===== src/sv/otb_pkg.sv =====
// Package: shared constants, command codes and chain cell types for the timer bank.
package otb_pkg;

  localparam int NUM_TIMERS = 8;
  localparam int ID_W       = 3;
  localparam int CMD_W      = 3;
  localparam int TIME_W     = 32;
  localparam int IDX_W      = (NUM_TIMERS > 1) ? $clog2(NUM_TIMERS) : 1;
  localparam int CNT_W      = $clog2(NUM_TIMERS + 1);

  typedef enum logic [CMD_W-1:0] {
    CMD_INIT    = 3'd0,
    CMD_SET     = 3'd1,
    CMD_START   = 3'd2,
    CMD_STOP    = 3'd3,
    CMD_TICK    = 3'd4,
    CMD_PROCESS = 3'd5
  } cmd_e;

  typedef enum logic [1:0] {
    OP_HOLD,
    OP_PUSH,
    OP_REMOVE,
    OP_ROTATE
  } cell_op_e;

  typedef enum logic [1:0] {
    ST_IDLE,
    ST_WALK,
    ST_FLUSH
  } state_e;

  typedef struct packed {
    logic              valid;
    logic [ID_W-1:0]   slot;
    logic [TIME_W-1:0] stamp;
  } entry_t;

  typedef struct packed {
    cell_op_e op;
    logic     keep;
  } cell_ctrl_t;

endpackage


===== src/sv/otb_cell.sv =====
// One position of the running-order list: slot id, start stamp and occupancy.
module otb_cell (
  input  logic                   clk_i,
  input  logic                   rst_ni,
  input  otb_pkg::cell_ctrl_t    ctrl_i,
  input  otb_pkg::entry_t        prev_i,
  input  otb_pkg::entry_t        next_i,
  input  otb_pkg::entry_t        head_i,
  input  logic                   tail_i,
  input  logic [otb_pkg::ID_W-1:0] id_i,
  input  logic                   seen_i,
  output logic                   seen_o,
  output logic                   hit_o,
  output otb_pkg::entry_t        entry_o
);

  logic                        valid_q, valid_d;
  logic [otb_pkg::ID_W-1:0]    slot_q, slot_d;
  logic [otb_pkg::TIME_W-1:0]  stamp_q, stamp_d;
  otb_pkg::entry_t             take;
  logic                        load;

  assign hit_o  = valid_q && (slot_q == id_i);
  assign seen_o = seen_i || hit_o;

  always_comb begin
    take = next_i;
    load = 1'b0;
    unique case (ctrl_i.op)
      otb_pkg::OP_HOLD: begin
        load = 1'b0;
      end
      otb_pkg::OP_PUSH: begin
        take = prev_i;
        load = 1'b1;
      end
      otb_pkg::OP_REMOVE: begin
        // close the gap from the removed position onwards
        load = seen_o;
      end
      otb_pkg::OP_ROTATE: begin
        load = 1'b1;
        if (tail_i) begin
          take       = head_i;
          take.valid = ctrl_i.keep;
        end
      end
      default: begin
        load = 1'b0;
      end
    endcase
    valid_d = load ? take.valid : valid_q;
    slot_d  = load ? take.slot  : slot_q;
    stamp_d = load ? take.stamp : stamp_q;
  end

  always_ff @(posedge clk_i or negedge rst_ni) begin
    if (!rst_ni) begin
      valid_q <= 1'b0;
    end else begin
      valid_q <= valid_d;
    end
  end

  always_ff @(posedge clk_i) begin
    slot_q  <= slot_d;
    stamp_q <= stamp_d;
  end

  assign entry_o.valid = valid_q;
  assign entry_o.slot  = slot_q;
  assign entry_o.stamp = stamp_q;

endmodule


===== src/sv/one_shot_timer_bank_top.sv =====
// Top level: command decode, reload values, time count and the list walk over the cell chain.
// Init, set_value, start, stop and tick complete in the accepting cycle; busy_o stays low.
// Process: busy_o is high through a walk of the L entries listed at the request; the chain
// rotates one entry past the expiry compare per cycle. Each report leaves in the cycle after the
// next expiry is found; the flagged last one leaves in the first cycle with busy_o low again.
// One request per cycle, except that process holds busy_o high through its walk and flush.
// Results cannot be stalled. Reset clears the time count, reload values and the list.
module one_shot_timer_bank_top (
  input  logic                          clk_i,
  input  logic                          rst_ni,
  input  logic                          start_i,
  output logic                          busy_o,
  input  logic [otb_pkg::CMD_W-1:0]     command_i,
  input  logic [otb_pkg::ID_W-1:0]      timer_id_i,
  input  logic [otb_pkg::TIME_W-1:0]    reload_value_i,
  output logic                          valid_o,
  output logic [otb_pkg::ID_W-1:0]      expired_timer_o,
  output logic                          last_of_run_o
);

  localparam int N = otb_pkg::NUM_TIMERS;

  otb_pkg::state_e             state_q, state_d;
  logic [otb_pkg::TIME_W-1:0]  now_q, now_d;
  logic [otb_pkg::TIME_W-1:0]  timeout_q [N];
  logic [otb_pkg::CNT_W-1:0]   len_q, len_d;
  logic [otb_pkg::CNT_W-1:0]   steps_q, steps_d;
  logic                        pend_v_q, pend_v_d;
  logic [otb_pkg::ID_W-1:0]    pend_slot_q, pend_slot_d;
  logic                        out_v_q, out_v_d;
  logic [otb_pkg::ID_W-1:0]    out_slot_q, out_slot_d;
  logic                        out_last_q, out_last_d;

  logic                        accept;
  logic                        id_ok;
  logic                        running;
  logic                        expired;
  logic [otb_pkg::TIME_W-1:0]  elapsed;
  logic                        tmo_we;
  logic [otb_pkg::TIME_W-1:0]  tmo_wdata;
  logic [otb_pkg::IDX_W-1:0]   wr_idx;
  otb_pkg::cmd_e               cmd;
  otb_pkg::cell_ctrl_t         ctrl;
  otb_pkg::entry_t             new_entry;
  otb_pkg::entry_t             cells [N];
  logic [N-1:0]                hits;
  logic [N-1:0]                tails;
  logic [N-1:0]                valids;
  logic [N:0]                  seen;

  assign busy_o    = (state_q != otb_pkg::ST_IDLE);
  assign accept    = start_i && !busy_o;
  assign cmd       = otb_pkg::cmd_e'(command_i);
  assign id_ok     = int'(timer_id_i) < N;
  assign running   = |hits;
  assign wr_idx    = otb_pkg::IDX_W'(timer_id_i);
  assign elapsed   = now_q - cells[0].stamp;
  assign expired   = elapsed >= timeout_q[otb_pkg::IDX_W'(cells[0].slot)];

  assign new_entry.valid = 1'b1;
  assign new_entry.slot  = timer_id_i;
  assign new_entry.stamp = now_q;
  assign seen[0]         = 1'b0;

  for (genvar k = 0; k < N; k++) begin : g_chain
    otb_pkg::entry_t prev_e;
    otb_pkg::entry_t next_e;

    if (k == 0) begin : g_first
      assign prev_e = new_entry;
    end else begin : g_prev
      assign prev_e = cells[k-1];
    end
    if (k == N - 1) begin : g_last
      assign next_e = '0;
    end else begin : g_next
      assign next_e = cells[k+1];
    end

    assign tails[k]  = (len_q == otb_pkg::CNT_W'(k + 1));
    assign valids[k] = cells[k].valid;

    otb_cell u_cell (
      .clk_i   (clk_i),
      .rst_ni  (rst_ni),
      .ctrl_i  (ctrl),
      .prev_i  (prev_e),
      .next_i  (next_e),
      .head_i  (cells[0]),
      .tail_i  (tails[k]),
      .id_i    (timer_id_i),
      .seen_i  (seen[k]),
      .seen_o  (seen[k+1]),
      .hit_o   (hits[k]),
      .entry_o (cells[k])
    );
  end

  always_comb begin
    state_d     = state_q;
    now_d       = now_q;
    len_d       = len_q;
    steps_d     = steps_q;
    pend_v_d    = pend_v_q;
    pend_slot_d = pend_slot_q;
    out_v_d     = 1'b0;
    out_slot_d  = out_slot_q;
    out_last_d  = 1'b0;
    tmo_we      = 1'b0;
    tmo_wdata   = reload_value_i;
    ctrl.op     = otb_pkg::OP_HOLD;
    ctrl.keep   = 1'b0;

    unique case (state_q)
      otb_pkg::ST_IDLE: begin
        if (accept) begin
          unique case (cmd)
            otb_pkg::CMD_INIT: begin
              if (id_ok) begin
                tmo_we    = 1'b1;
                tmo_wdata = '0;
                ctrl.op   = otb_pkg::OP_REMOVE;
                if (running) begin
                  len_d = len_q - otb_pkg::CNT_W'(1);
                end
              end
            end
            otb_pkg::CMD_SET: begin
              tmo_we = id_ok;
            end
            otb_pkg::CMD_START: begin
              if (id_ok && !running && (int'(len_q) < N)) begin
                ctrl.op = otb_pkg::OP_PUSH;
                len_d   = len_q + otb_pkg::CNT_W'(1);
              end
            end
            otb_pkg::CMD_STOP: begin
              if (id_ok) begin
                ctrl.op = otb_pkg::OP_REMOVE;
                if (running) begin
                  len_d = len_q - otb_pkg::CNT_W'(1);
                end
              end
            end
            otb_pkg::CMD_TICK: begin
              now_d = now_q + otb_pkg::TIME_W'(1);
            end
            otb_pkg::CMD_PROCESS: begin
              steps_d = len_q;
              state_d = (len_q == '0) ? otb_pkg::ST_FLUSH : otb_pkg::ST_WALK;
            end
            default: begin
              now_d = now_q;
            end
          endcase
        end
      end
      otb_pkg::ST_WALK: begin
        // examine the front entry, then rotate it to the tail or drop it
        ctrl.op   = otb_pkg::OP_ROTATE;
        ctrl.keep = !expired;
        steps_d   = steps_q - otb_pkg::CNT_W'(1);
        if (expired) begin
          len_d       = len_q - otb_pkg::CNT_W'(1);
          pend_v_d    = 1'b1;
          pend_slot_d = cells[0].slot;
          out_v_d     = pend_v_q;
          out_slot_d  = pend_slot_q;
        end
        if (steps_q == otb_pkg::CNT_W'(1)) begin
          state_d = otb_pkg::ST_FLUSH;
        end
      end
      otb_pkg::ST_FLUSH: begin
        // release the held report as the last of the run
        out_v_d    = pend_v_q;
        out_slot_d = pend_slot_q;
        out_last_d = 1'b1;
        pend_v_d   = 1'b0;
        state_d    = otb_pkg::ST_IDLE;
      end
      default: begin
        state_d = otb_pkg::ST_IDLE;
      end
    endcase
  end

  always_ff @(posedge clk_i or negedge rst_ni) begin
    if (!rst_ni) begin
      state_q  <= otb_pkg::ST_IDLE;
      now_q    <= '0;
      len_q    <= '0;
      steps_q  <= '0;
      pend_v_q <= 1'b0;
      out_v_q  <= 1'b0;
    end else begin
      state_q  <= state_d;
      now_q    <= now_d;
      len_q    <= len_d;
      steps_q  <= steps_d;
      pend_v_q <= pend_v_d;
      out_v_q  <= out_v_d;
    end
  end

  always_ff @(posedge clk_i or negedge rst_ni) begin
    if (!rst_ni) begin
      for (int i = 0; i < N; i++) begin
        timeout_q[i] <= '0;
      end
    end else if (tmo_we) begin
      timeout_q[wr_idx] <= tmo_wdata;
    end
  end

  always_ff @(posedge clk_i) begin
    pend_slot_q <= pend_slot_d;
    out_slot_q  <= out_slot_d;
    out_last_q  <= out_last_d;
  end

  assign valid_o         = out_v_q;
  assign expired_timer_o = out_slot_q;
  assign last_of_run_o   = out_last_q;

  a_len_range : assert property (@(posedge clk_i) disable iff (!rst_ni)
    int'(len_q) <= N)
    else $error("list length beyond bank size");

  a_len_matches_cells : assert property (@(posedge clk_i) disable iff (!rst_ni)
    $countones(valids) == int'(len_q))
    else $error("occupied cells disagree with list length");

  a_report_from_walk : assert property (@(posedge clk_i) disable iff (!rst_ni)
    valid_o |-> ($past(state_q) == otb_pkg::ST_WALK || $past(state_q) == otb_pkg::ST_FLUSH))
    else $error("report outside a process walk");

  a_flush_ends : assert property (@(posedge clk_i) disable iff (!rst_ni)
    state_q == otb_pkg::ST_FLUSH |=> state_q == otb_pkg::ST_IDLE)
    else $error("flush did not return to idle");

endmodule


===== config.mk =====
export PLATFORM = sky130hd
export DESIGN_NAME = one_shot_timer_bank_top
export DESIGN_NICKNAME = d
export VERILOG_FILES = /design/src/sv/otb_pkg.sv /design/src/sv/otb_cell.sv /design/src/sv/one_shot_timer_bank_top.sv
export SDC_FILE = /design/constraint.sdc
export NUM_CORES = 1
export LEC_CHECK = 0
export BUFFER_PORTS_ARGS = -buffer_cell sky130_fd_sc_hd__buf_4
export CORE_MARGIN = 2
export CORE_UTILIZATION = 35
export CTS_CLUSTER_SIZE = 30
export DETAILED_ROUTE_END_ITERATION = 6
export GPL_TIMING_DRIVEN = 0
export PLACE_DENSITY = 0.52
export SYNTH_ARGS = -nofsm -noshare
export SYNTH_HDL_FRONTEND = slang
export SYNTH_SLANG_ARGS = --single-unit

===== constraint.sdc =====
create_clock -name clk_i -period 7.06 [get_ports clk_i]
set_input_delay 0.353 -clock clk_i [delete_from_list [all_inputs] [get_ports clk_i]]
set_output_delay 0.353 -clock clk_i [all_outputs]
set_load 0.005 [all_outputs]

==> results of run 1 <==
[layer usage]
| metal | track usage | vias to the layer above |
|---|---|---|
| met1 | 0.326 | 12900 |
| met4 | 0.102 | 2 |
| met2 | 0.403 | 1301 |
| li1 | - | 11000 |
| met3 | 0.0432 | 282 |
| met5 | 0 | - |
[final timing paths]
path / from / endpoint / slack [ns]
worst max-delay path: g_chain[0].u_cell.stamp_q[8] / expired_timer_o[2] / 0.74
worst min-delay path: start_i / state_q[0] / 0.13
worst max register to register: g_chain[0].u_cell.stamp_q[8] / expired_timer_o[2] / 0.74
worst min register to register: pend_slot_q[1] / expired_timer_o[1] / 0.42
max in group asynchronous: rst_ni / timeout_q[197] / 5.68
min in group asynchronous: rst_ni / timeout_q[186] / 0.30
[layout by cell type, fill, tap and decap left out, drive strengths merged, types with 4 or more instances in the layout]
cell type,netlist,final
o221ai,6,6
dfrtp,308,308
o211a,152,152
clkbuf,155,259
nand2,621,621
a31oi,4,4
mux4,64,64
nor2b,7,7
xnor2,66,66
edfxtp,286,286
ha,74,74
inv,61,64
a221o,12,12
o21a,7,7
mux2,7,7
xor2,23,23
a21oi,208,208
a211oi,17,17
mux2i,194,194
and3,27,27
a22o,36,36
a21o,14,14
nand4,17,17
nand3,72,72
o211ai,6,6
nor3,14,14
nor2,48,48
o21bai,4,4
clkinv,0,13
buf,49,105
nor4,4,4
o22ai,6,6
o21ai,319,319
[Yosys cell counts (all sizes together), types with 3 or more instances]
cell,instances
o221ai,6
o311ai,3
dfrtp,308
o31ai,3
a221o,12
a31oi,4
o21a,7
mux4,64
buf,49
nor4,4
or4,3
nand2,621
ha,74
o21bai,4
nand3,72
mux2i,194
mux2,7
nor3,14
xnor2,66
inv,61
o211ai,6
a211oi,17
a21o,14
a21oi,208
and3,27
and4,3
nor2b,7
nand4,17
nor3b,3
o211a,152
xor2,23
clkbuf,155
o2111ai,3
or3,3
nand2b,3
a22o,36
nor2,48
o22ai,6
o21ai,319
edfxtp,286
and2,3
[kinds of logic after synthesis]
group / share of synthesized area
and+or+nand+nor: 0.111
AOI/OAI and AO/OA: 0.170
DFF: 0.519
buffers and inverters: 0.0344
muxes: 0.111
xor gates and xnor gates: 0.0248
adders and majority gates: 0.0301
[flip-flops by register name, indices dropped and copies added, names as in the netlist, 3 cells and up]
| signal | flops |
|---|---|
| g_chain.u_cell.stamp_q | 256 |
| timeout_q | 256 |
| now_q | 32 |
| g_chain.u_cell.slot_q | 24 |
| g_chain.u_cell.valid_q | 8 |
| len_q | 4 |
| steps_q | 4 |
| expired_timer_o | 3 |
| pend_slot_q | 3 |
[area by class of cell]
cell class	count	share of cell area
Inverter	61	0.00642
Buffer	204	0.0239
Clock inverter	20	0.00477
Tap cell	1165	0.0409
Multi-Input combinational cell	2083	0.395
Clock buffer	104	0.0564
Sequential cell	595	0.457
Timing Repair Buffer	57	0.0157
[through the flow]
stage          hold slack, ns  cell area (µm²)  power, mW  utilization  instances
4_1_cts                 0.105            35700       15.6        0.402       4289
5_1_grt                 0.140            35700       16.4        0.402       4289
2_1_floorplan          0.0574            31400       9.63            -       2943
6_report                0.134            35700       15.7        0.402       4289
3_5_place_dp            0.373            33500       12.0        0.378       4164
3_3_place_gp            0.405            33200       11.8        0.375       4150
[worst max-delay path: stages, from the launching register on]
cell,delay [ns]
edfxtp_1,0.38
inv_1,0.35
ha_1,0.37
a21oi_1,0.18
o21ai_0,0.18
a2111o_1,0.45
o2111ai_1,0.42
a21oi_1,0.13
a2111oi_1,0.61
o2bb2ai_1,0.19
xnor2_1,0.12
ha_1,0.32
nand3_1,0.11
or4_1,0.65
o21a_1,0.22
o31ai_1,0.30
or2_2,0.25
clkbuf_1,0.25
nor2_1,0.14
nor2_1,0.33
[what timing repair did]
item                                   CTS  global route
endpoints found under the hold margin   68             0
gates resized for setup                  0             0
hold buffers                             1             0
[power groups by stage]
| stage | sequential [mW] | combinational [mW] | clock, mW |
|---|---|---|---|
| 2_1_floorplan | 5.90 | 3.73 | 0 |
| 3_3_place_gp | 6.20 | 5.57 | 0 |
| 3_5_place_dp | 6.20 | 5.83 | 0 |
| 4_1_cts | 6.14 | 5.86 | 3.60 |
| 5_1_grt | 6.30 | 6.41 | 3.74 |
| 6_report | 6.18 | 5.98 | 3.56 |
==> results.ini, run 1 <==
[grt]
antenna_found_initial = 1
grt_pass1_wl_um = 170000
grtUsageTotal = 0.247
grt_pass1_vias = 25500
grt_max_degree = 130
overflow = 0

[power_and_ir_drop]
seqPwrFrac = 0.393
pwr-share-comb = 0.380
clockPowerShare = 0.227
switching_share = 0.398
power.internal_mw = 9.46
p_sw_mw = 6.26
p_leak_nw = 16.8
cellPowerDensity_nw_per_um2 = 441
irDropWorstVdd_uv = 241

[route]
wl_um = 117000
vias = 25500
dr_wl_met3_um = 9640
m1WireLength_um = 47600
drc = 0
route.met2.wl_um = 54200
detail-route-antenna-nets = 0
detail_route.wl_per_cell_um = 27.2
drt-initial-drc-count = 2948
firstDrtPassIters = 6
routed_via_density = 5.94
top_layer = met5

[sta]
skew_ns = 0.0331
finalWorstSetupSlack_ns = 0.737
setup_tns_ns = 0
fmax_mhz = 158
hold_viol = 0
worst_pin_slew_ns = 1.29
min_period_ns = 6.32
finalCritPeriodShare = 0.896
finalMaxSlewViolations = 0
relSlewSlack = 0.138
setup_viol = 0
grt_setup_unrepaired = false

[placement]
hpwlAfterDp_um = 80500
dp_worst_setup_slack_ns = 0.799
port-buffer-count = 42
gp_congestion = 0.928

[yosys]
yosysSeqAreaShare = 0.519
async_flop_share = 0.518
synth_cells = 2943
syn-num-nets = 3059
synth_flop_cell = dfrtp_1
synth_area_um2 = 31400
yosys.area.top_type = edfxtp_1
synth_top_area_share = 0.273
synth-edff-count = 286
netlist_top_cells_area = edfxtp_1 (27%), dfrtp_1 (25%), nand2_1 (7.4%)
yosys_warnings = 0
syn_area_per_cell_um2 = 10.7
yosysUniqueCellTypes = 72
ys_ff_latch = 595

[job]
cap_violations = 0

[clocking]
clkSlewWorstSetupHoldPaths_ns = 0.06
clock-sinks = 595
cts_tree = yes
cts_root_buffer = clkbuf_16
insertion_delay_ns = 0.63
cts_buffer_depth = 3
cts_inserted_buffers = 70
postCtsSetupBuffers = 0
ctsHtreeMaxLevel = 3

[cells_and_area]
seqCellArea_um2 = 16300
nets = 3188
multi_input_area_um2 = 14100
area.growth.synth_to_final_pct = 13.4
antenna-diode-count = 0
drive_above_1_share = 0.0903
final.fill_count = 8625

[setup_path]
crit_type = flop to flop
critPathLaunchType = flop
critPathMaxFanout = 7
arrival_ns = 6.60
required_ns = 7.34
reg2reg_depth = 19
crit_path_end_kind = flop

[die]
die_area_um2 = 92300
start_util = 0.355
rows = 109
die_h_um = 304
core-area_um2 = 88600
io_pins = 47
die_x_um = 304

[min_path]
whs_path_depth = 3
holdCritPathClass = input pin to flop

[status]
outcome = completed

Note: power is estimated with default switching activity, not from simulation.
==> run 2: changes to the inputs <==
SYNTH_HIERARCHICAL = 1   (was not set)
==> results.ini, run 2 <==
[grt]
grt_pass1_wl_um = 135000  ; -21%
use_met3 = 0.0223  ; -0.0209
overflow = 0  ; unchanged
antenna_found_initial = 0  ; -1
grtUsageTotal = 0.191  ; -0.0566
grt_max_degree = 120  ; -7.7%
met1_usage = 0.257  ; -0.0684
busiest_layer = met2
grtUsageMet2 = 0.322  ; -0.0813
grt_pass1_vias = 23500  ; -7.9%

[clocking]
insertion_delay_ns = 0.61  ; -0.02 ns
cts_tree = yes
clkSlewWorstSetupHoldPaths_ns = 0.06  ; about the same
cts-resized-gates = 0  ; unchanged
cts_root_buffer = clkbuf_16
clock-sinks = 595  ; unchanged
ctsHtreeMaxLevel = 3  ; unchanged
postCtsSetupBuffers = 0  ; unchanged
cts_buffer_depth = 3  ; unchanged
cts_inserted_buffers = 72  ; +2.9%

[route]
drt-initial-drc-count = 1858  ; -37%
drc = 0  ; unchanged
routed_via_density = 5.43  ; -8.7%
vias = 23300  ; -8.4%
wl_um = 84700  ; -27%
detail-route-antenna-nets = 0  ; unchanged
detail_route.wl_per_cell_um = 19.7  ; -27%
firstDrtPassIters = 5  ; -1

[cells_and_area]
antenna-diode-count = 0  ; unchanged
reg.largest.list = g_chain.u_cell/stamp_q x256, timeout_q x256, now_q x32
fin_cells = 4299  ; +0.23%
area.growth.synth_to_final_pct = 15.5
final_common_cell = nand2_1
layout_common_cells = nand2_1 (350), a21oi_1 (331), dfrtp_1 (308)
multi_input_area_um2 = 12800  ; -9.2%
nets = 3216  ; +0.88%
final.fill_count = 8354  ; -3.1%
seqCellArea_um2 = 16300  ; unchanged
fin_util = 0.408  ; +0.00554
drive_above_1_share = 0.118  ; +0.0276
fin_area_um2 = 34800  ; -2.5%

[sta]
min_period_ns = 6.14  ; -0.185 ns
grt_setup_unrepaired = false
skew_ns = 0.0198  ; -0.0133 ns
setup_viol = 0  ; unchanged
relSlewSlack = 0.257  ; +0.119
finalCritPeriodShare = 0.869  ; -0.0262
hold_viol = 0  ; unchanged
worst_pin_slew_ns = 1.11  ; -0.179 ns
setup_tns_ns = 0  ; unchanged
finalMaxSlewViolations = 0  ; unchanged
fmax_mhz = 163  ; +3.0%

[min_path]
holdCritPathClass = input pin to flop

[setup_path]
path_cells = inv_1, ha_1, clkbuf_1, nand4_1, nor4_1, inv_1, a2111oi_0, nand4b_1, a21oi_1, xnor2_1, ha_1, nand4_1, nor2_1, nand2_1, o21ai_0, nand3b_1, nor3_1, clkbuf_4, o22ai_1, a2bb2oi_1, mux2_2
critPathLaunchType = flop
crit_buf_inv = 4  ; +2
crit_type = flop to flop
crit_path_end_kind = flop
cpMaxStageDelayCell = a2111oi_0
arrival_ns = 6.69  ; +0.09 ns
critPathMaxFanout = 10  ; +3
required_ns = 7.61  ; +0.27 ns
slowest_delay_ns = 0.89  ; +0.24 ns
crit_family = simple AND/OR/NAND/NOR gates

[placement]
placed_cells = 4169  ; +0.12%
place_area_um2 = 32400  ; -3.2%
gp_congestion = 0.832  ; -10%
hpwlAfterDp_um = 62800  ; -22%
port-buffer-count = 45  ; +7.1%

[die]
die_x_um = 297  ; -2.1%
die_h_um = 297  ; -2.1%
core-area_um2 = 85300  ; -3.8%
rows = 107  ; -1.8%
io_pins = 47  ; unchanged
die_area_um2 = 88500  ; -4.1%
start_util = 0.353  ; -0.00143

[power_and_ir_drop]
cellPowerDensity_nw_per_um2 = 502  ; +14%
irDropWorstVdd_uv = 270  ; +12%
p_leak_nw = 14.1  ; -16%

[status]
outcome = completed

[yosys]
yosys_warnings = 6  ; +6
synth_cells = 2931  ; -0.41%
syn_area_per_cell_um2 = 10.3  ; -3.8%
synth_area_um2 = 30100  ; -4.2%

[job]
cap_violations = 0  ; unchanged

## run 2: per-stage QoR
step	worst slack [ns]	hold WS, ns	total power, mW
2_1_floorplan	2.62	0.0574	11.4
3_3_place_gp	0.621	0.413	13.3
6_report	0.922	0.148	17.5
3_5_place_dp	0.541	0.381	13.7
5_1_grt	0.596	0.158	18.7
4_1_cts	0.544	0.111	17.5
## run 2: what timing repair did
action,in CTS,in global routing
endpoints found under the hold margin,77,0
hold buffers,1,0
setup endpoints to repair,0,0
## run 2: tightest hold or removal path, delay by kind of cell
kind                   cells  cell delay, ns
AOI/OAI and AO/OA          2            0.21
buffers and inverters      1            0.11
and+or+nand+nor            1            0.05
## run 2: worst paths after layout
kind | slack, ns | from | cells past startpoint | end
max in group asynchronous | 5.19 | rst_ni | 4 | timeout_q[106]
max | 0.92 | g_chain[0].u_cell/stamp_q[22] | 21 | g_chain[7].u_cell/valid_q
max reg2reg | 0.92 | g_chain[0].u_cell/stamp_q[22] | 21 | g_chain[7].u_cell/valid_q
min in group asynchronous | 0.31 | rst_ni | 2 | timeout_q[250]
min | 0.15 | start_i | 4 | state_q[1]
min reg2reg | 0.42 | pend_slot_q[2] | 0 | expired_timer_o[2]
## run 2: layout make-up
class / count / area share
clock buffer: 91 / 0.0559
timing repair buffer: 59 / 0.0186
multi-input combinational: 2094 / 0.367
inverter: 68 / 0.00734
sequential: 595 / 0.469
tap: 1144 / 0.0411
clock inverter: 37 / 0.0120
buffer: 211 / 0.0288
## run 2: metal layers
layer,part of all wire,wire length [µm],up-vias
met5,0,0,-
li1,-,-,11100
met2,0.48,40800,719
met3,0.054,4550,131
met4,0.025,2150,0
met1,0.44,37200,11400
## run 2: power breakdown
part	internal (mW)	total [mW]	switching (mW)	leakage [nW]
sequential	5.72	6.99	1.27	6.79
combinational	2.85	6.74	3.89	6.11
clock	2.28	3.74	1.47	1.17
total	10.8	17.5	6.63	14.1
==> run 3: changes to the inputs <==
ABC_AREA = 1   (was not set)
clock period = 5.9 ns   (was 7.06 ns; I/O delays follow)
==> results.ini, run 3 <==
[status]
outcome = completed

[route]
firstDrtPassIters = 7  ; +2
drc = 0  ; unchanged
wl_um = 109000  ; +29%
top_layer = met4
m1WireLength_um = 49200  ; +32%
dr_wl_met3_um = 4140  ; -8.9%
drt-initial-drc-count = 2060  ; +11%
routed_via_density = 4.92  ; -9.3%
detail_route.wl_per_cell_um = 18.3  ; -7.0%
vias = 29400  ; +26%
detail-route-antenna-nets = 0  ; unchanged
route.met2.wl_um = 52400  ; +28%

[grt]
grtUsageTotal = 0.205  ; +0.0147
overflow = 0  ; unchanged
grt_max_degree = 112  ; -6.7%
grt_pass1_vias = 29300  ; +25%
grt_pass1_wl_um = 172000  ; +27%
antenna_found_initial = 0  ; unchanged

[cells_and_area]
layout_common_cells = nand2_1 (797), o21ai_0 (616), inv_1 (609)
antenna-diode-count = 0  ; unchanged
final.fill_count = 10700  ; +28%
area.growth.synth_to_final_pct = 13.5
reg.largest.list = g_chain.u_cell/stamp_q x256, timeout_q x256, now_q x32
fin_area_um2 = 41100  ; +18%
nets = 4649  ; +45%
drive_above_1_share = 0.123  ; +0.00480
final_common_cell = nand2_1
fin_cells = 5968  ; +39%

[die]
start_util = 0.352  ; -0.00183
core-area_um2 = 103000  ; +21%
die_area_um2 = 106000  ; +20%
rows = 118  ; +10%
io_pins = 47  ; unchanged
die_x_um = 326  ; +9.5%
die_h_um = 326  ; +9.5%

[setup_path]
crit_type = flop to flop
worstReg2RegStart = g_chain[0].u_cell/slot_q[1]
r2r_slack_ns = 0.34  ; -0.58 ns
critPathLaunchType = flop
crit_path_end_kind = flop
cp-startpoint = g_chain[0].u_cell/slot_q[1]
required_ns = 6.45  ; -1.16 ns
critPathMaxFanout = 12  ; +2
arrival_ns = 6.10  ; -0.59 ns

[placement]
place_area_um2 = 38800  ; +20%
port-buffer-count = 46  ; +2.2%
dp_worst_setup_slack_ns = -0.332  ; -0.873 ns
gp_congestion = 0.900  ; +8.2%
placed_cells = 5838  ; +40%
hpwlAfterDp_um = 85300  ; +36%

[sta]
worst_pin_slew_ns = 0.996  ; -0.118 ns
setup_tns_ns = 0  ; unchanged
finalMaxSlewViolations = 0  ; unchanged
min_period_ns = 5.56  ; -0.583 ns
grt_setup_unrepaired = false
finalWorstSetupSlack_ns = 0.345  ; -0.577 ns
fmax_mhz = 180  ; +10%
skew_ns = 0.0384  ; +0.0186 ns
finalCritPeriodShare = 0.942  ; +0.0722
hold_viol = 0  ; unchanged
relSlewSlack = 0.329  ; +0.0714
setup_viol = 0  ; unchanged

[yosys]
netlist_top_cells_area = edfxtp_1 (24%), dfrtp_1 (21%), o221ai_2 (9.6%)
synth-edff-count = 286
yosysSeqAreaShare = 0.450
ys_ff_latch = 595
synth_top_area_share = 0.237
yosys.area.top_type = edfxtp_1
yosys_warnings = 6  ; unchanged
yosysMostFrequentCell = nand2_1
synth_cells = 4334  ; +48%
synth_common_cells = nand2_1 (801), o21ai_0 (617), inv_1 (609)
yosysUniqueCellTypes = 46
synth_area_um2 = 36200  ; +20%
synth_flop_cell = dfrtp_1
syn_area_per_cell_um2 = 8.36  ; -19%
async_flop_share = 0.518

[clocking]
cts_tree = yes
clock-sinks = 595  ; unchanged
insertion_delay_ns = 0.64  ; +0.03 ns
cts_buffer_depth = 3  ; unchanged
cts_inserted_buffers = 72  ; unchanged
cts_root_buffer = clkbuf_16
ctsHtreeMaxLevel = 3  ; unchanged
clkSlewWorstSetupHoldPaths_ns = 0.06  ; about the same

[job]
cap_violations = 0  ; unchanged

[power_and_ir_drop]
p_leak_nw = 18.1  ; +29%
cellPowerDensity_nw_per_um2 = 511  ; +1.8%
irDropWorstVdd_uv = 308  ; +14%

[min_path]
holdCritPathClass = input pin to flop
hp-start = reload_value_i[11]

-- run 3: what timing repair did --
item                                   CTS  global route
setup endpoints to repair                8             8
gates resized for setup                  1             3
setup buffers                            1             0
endpoints found under the hold margin   93             0
hold buffers                             1             0
gates cloned                             0             0
-- run 3: final cells by class --
type | instances | area [µm²] | share of cell area
timing repair buffer | 56 | 583 | 0.0142
inverter | 636 | 2400 | 0.0583
multi-input combinational | 2921 | 16500 | 0.401
buffer | 252 | 1310 | 0.0319
sequential | 595 | 16300 | 0.397
clock buffer | 99 | 2050 | 0.0498
tap | 1380 | 1730 | 0.0420
clock inverter | 29 | 236 | 0.00575
-- run 3: routing by layer --
layer	vias to the layer above	GRT usage
met4	0	0.0670
met3	184	0.0228
met2	628	0.351
met5	-	0
met1	13600	0.271
li1	15000	-
-- run 3: path summary, 6_finish.rpt --
path / to / cells past startpoint
min in group asynchronous: timeout_q[88] / 2
worst min-delay path: timeout_q[139] / 3
worst min register to register: expired_timer_o[2] / 0
worst max-delay path: g_chain[0].u_cell/valid_q / 18
max in group asynchronous: steps_q[2] / 3
worst max register to register: g_chain[0].u_cell/valid_q / 18
-- run 3: cells by family after synthesis --
| kind of cell | count (synthesis) | synth area share |
|---|---|---|
| buffers and inverters | 888 | 0.102 |
| AOI/OAI and AO/OA | 1237 | 0.244 |
| xor gates and xnor gates | 57 | 0.0138 |
| DFF | 595 | 0.450 |
| other | 2 | 0.000207 |
| adders and majority gates | 74 | 0.0258 |
| and+or+nand+nor | 1481 | 0.163 |
-- run 3: power breakdown --
| group | total (mW) | internal (mW) | leakage, nW | switching (mW) |
|---|---|---|---|---|
| registers | 7.94 | 6.62 | 6.44 | 1.32 |
| clock network | 4.37 | 2.52 | 1.13 | 1.85 |
| logic | 8.71 | 3.08 | 10.6 | 5.62 |
| total | 21.0 | 12.2 | 18.1 | 8.80 |
-- run 3: critical path, cell delays in order (launching register included) --
cell and delay, ns:
edfxtp_1 0.76, clkbuf_1 0.45, clkbuf_1 0.56, clkbuf_1 0.52
o21ai_0 0.17, o21ai_0 0.16, o21ai_0 0.32, ha_1 0.45
a21oi_1 0.14, o21ai_0 0.08, nand2_1 0.06, nand2_1 0.05
a21oi_2 0.54, nand3_2 0.39, inv_1 0.40, o211ai_1 0.15
o221ai_1 0.09, nand2_1 0.08, nand2_1 0.09
-- run 3: stage by stage --
| step | hold WS, ns | utilization | power (mW) |
|---|---|---|---|
| final | 0.0626 | 0.399 | 21.0 |
| after global routing | 0.0764 | 0.399 | 22.7 |
| after CTS | 0.0432 | 0.399 | 21.2 |
| after detailed placement | 0.389 | 0.377 | 16.7 |
| after global placement | 0.414 | 0.374 | 16.4 |
| after floorplan | -0.000591 | - | 13.8 |
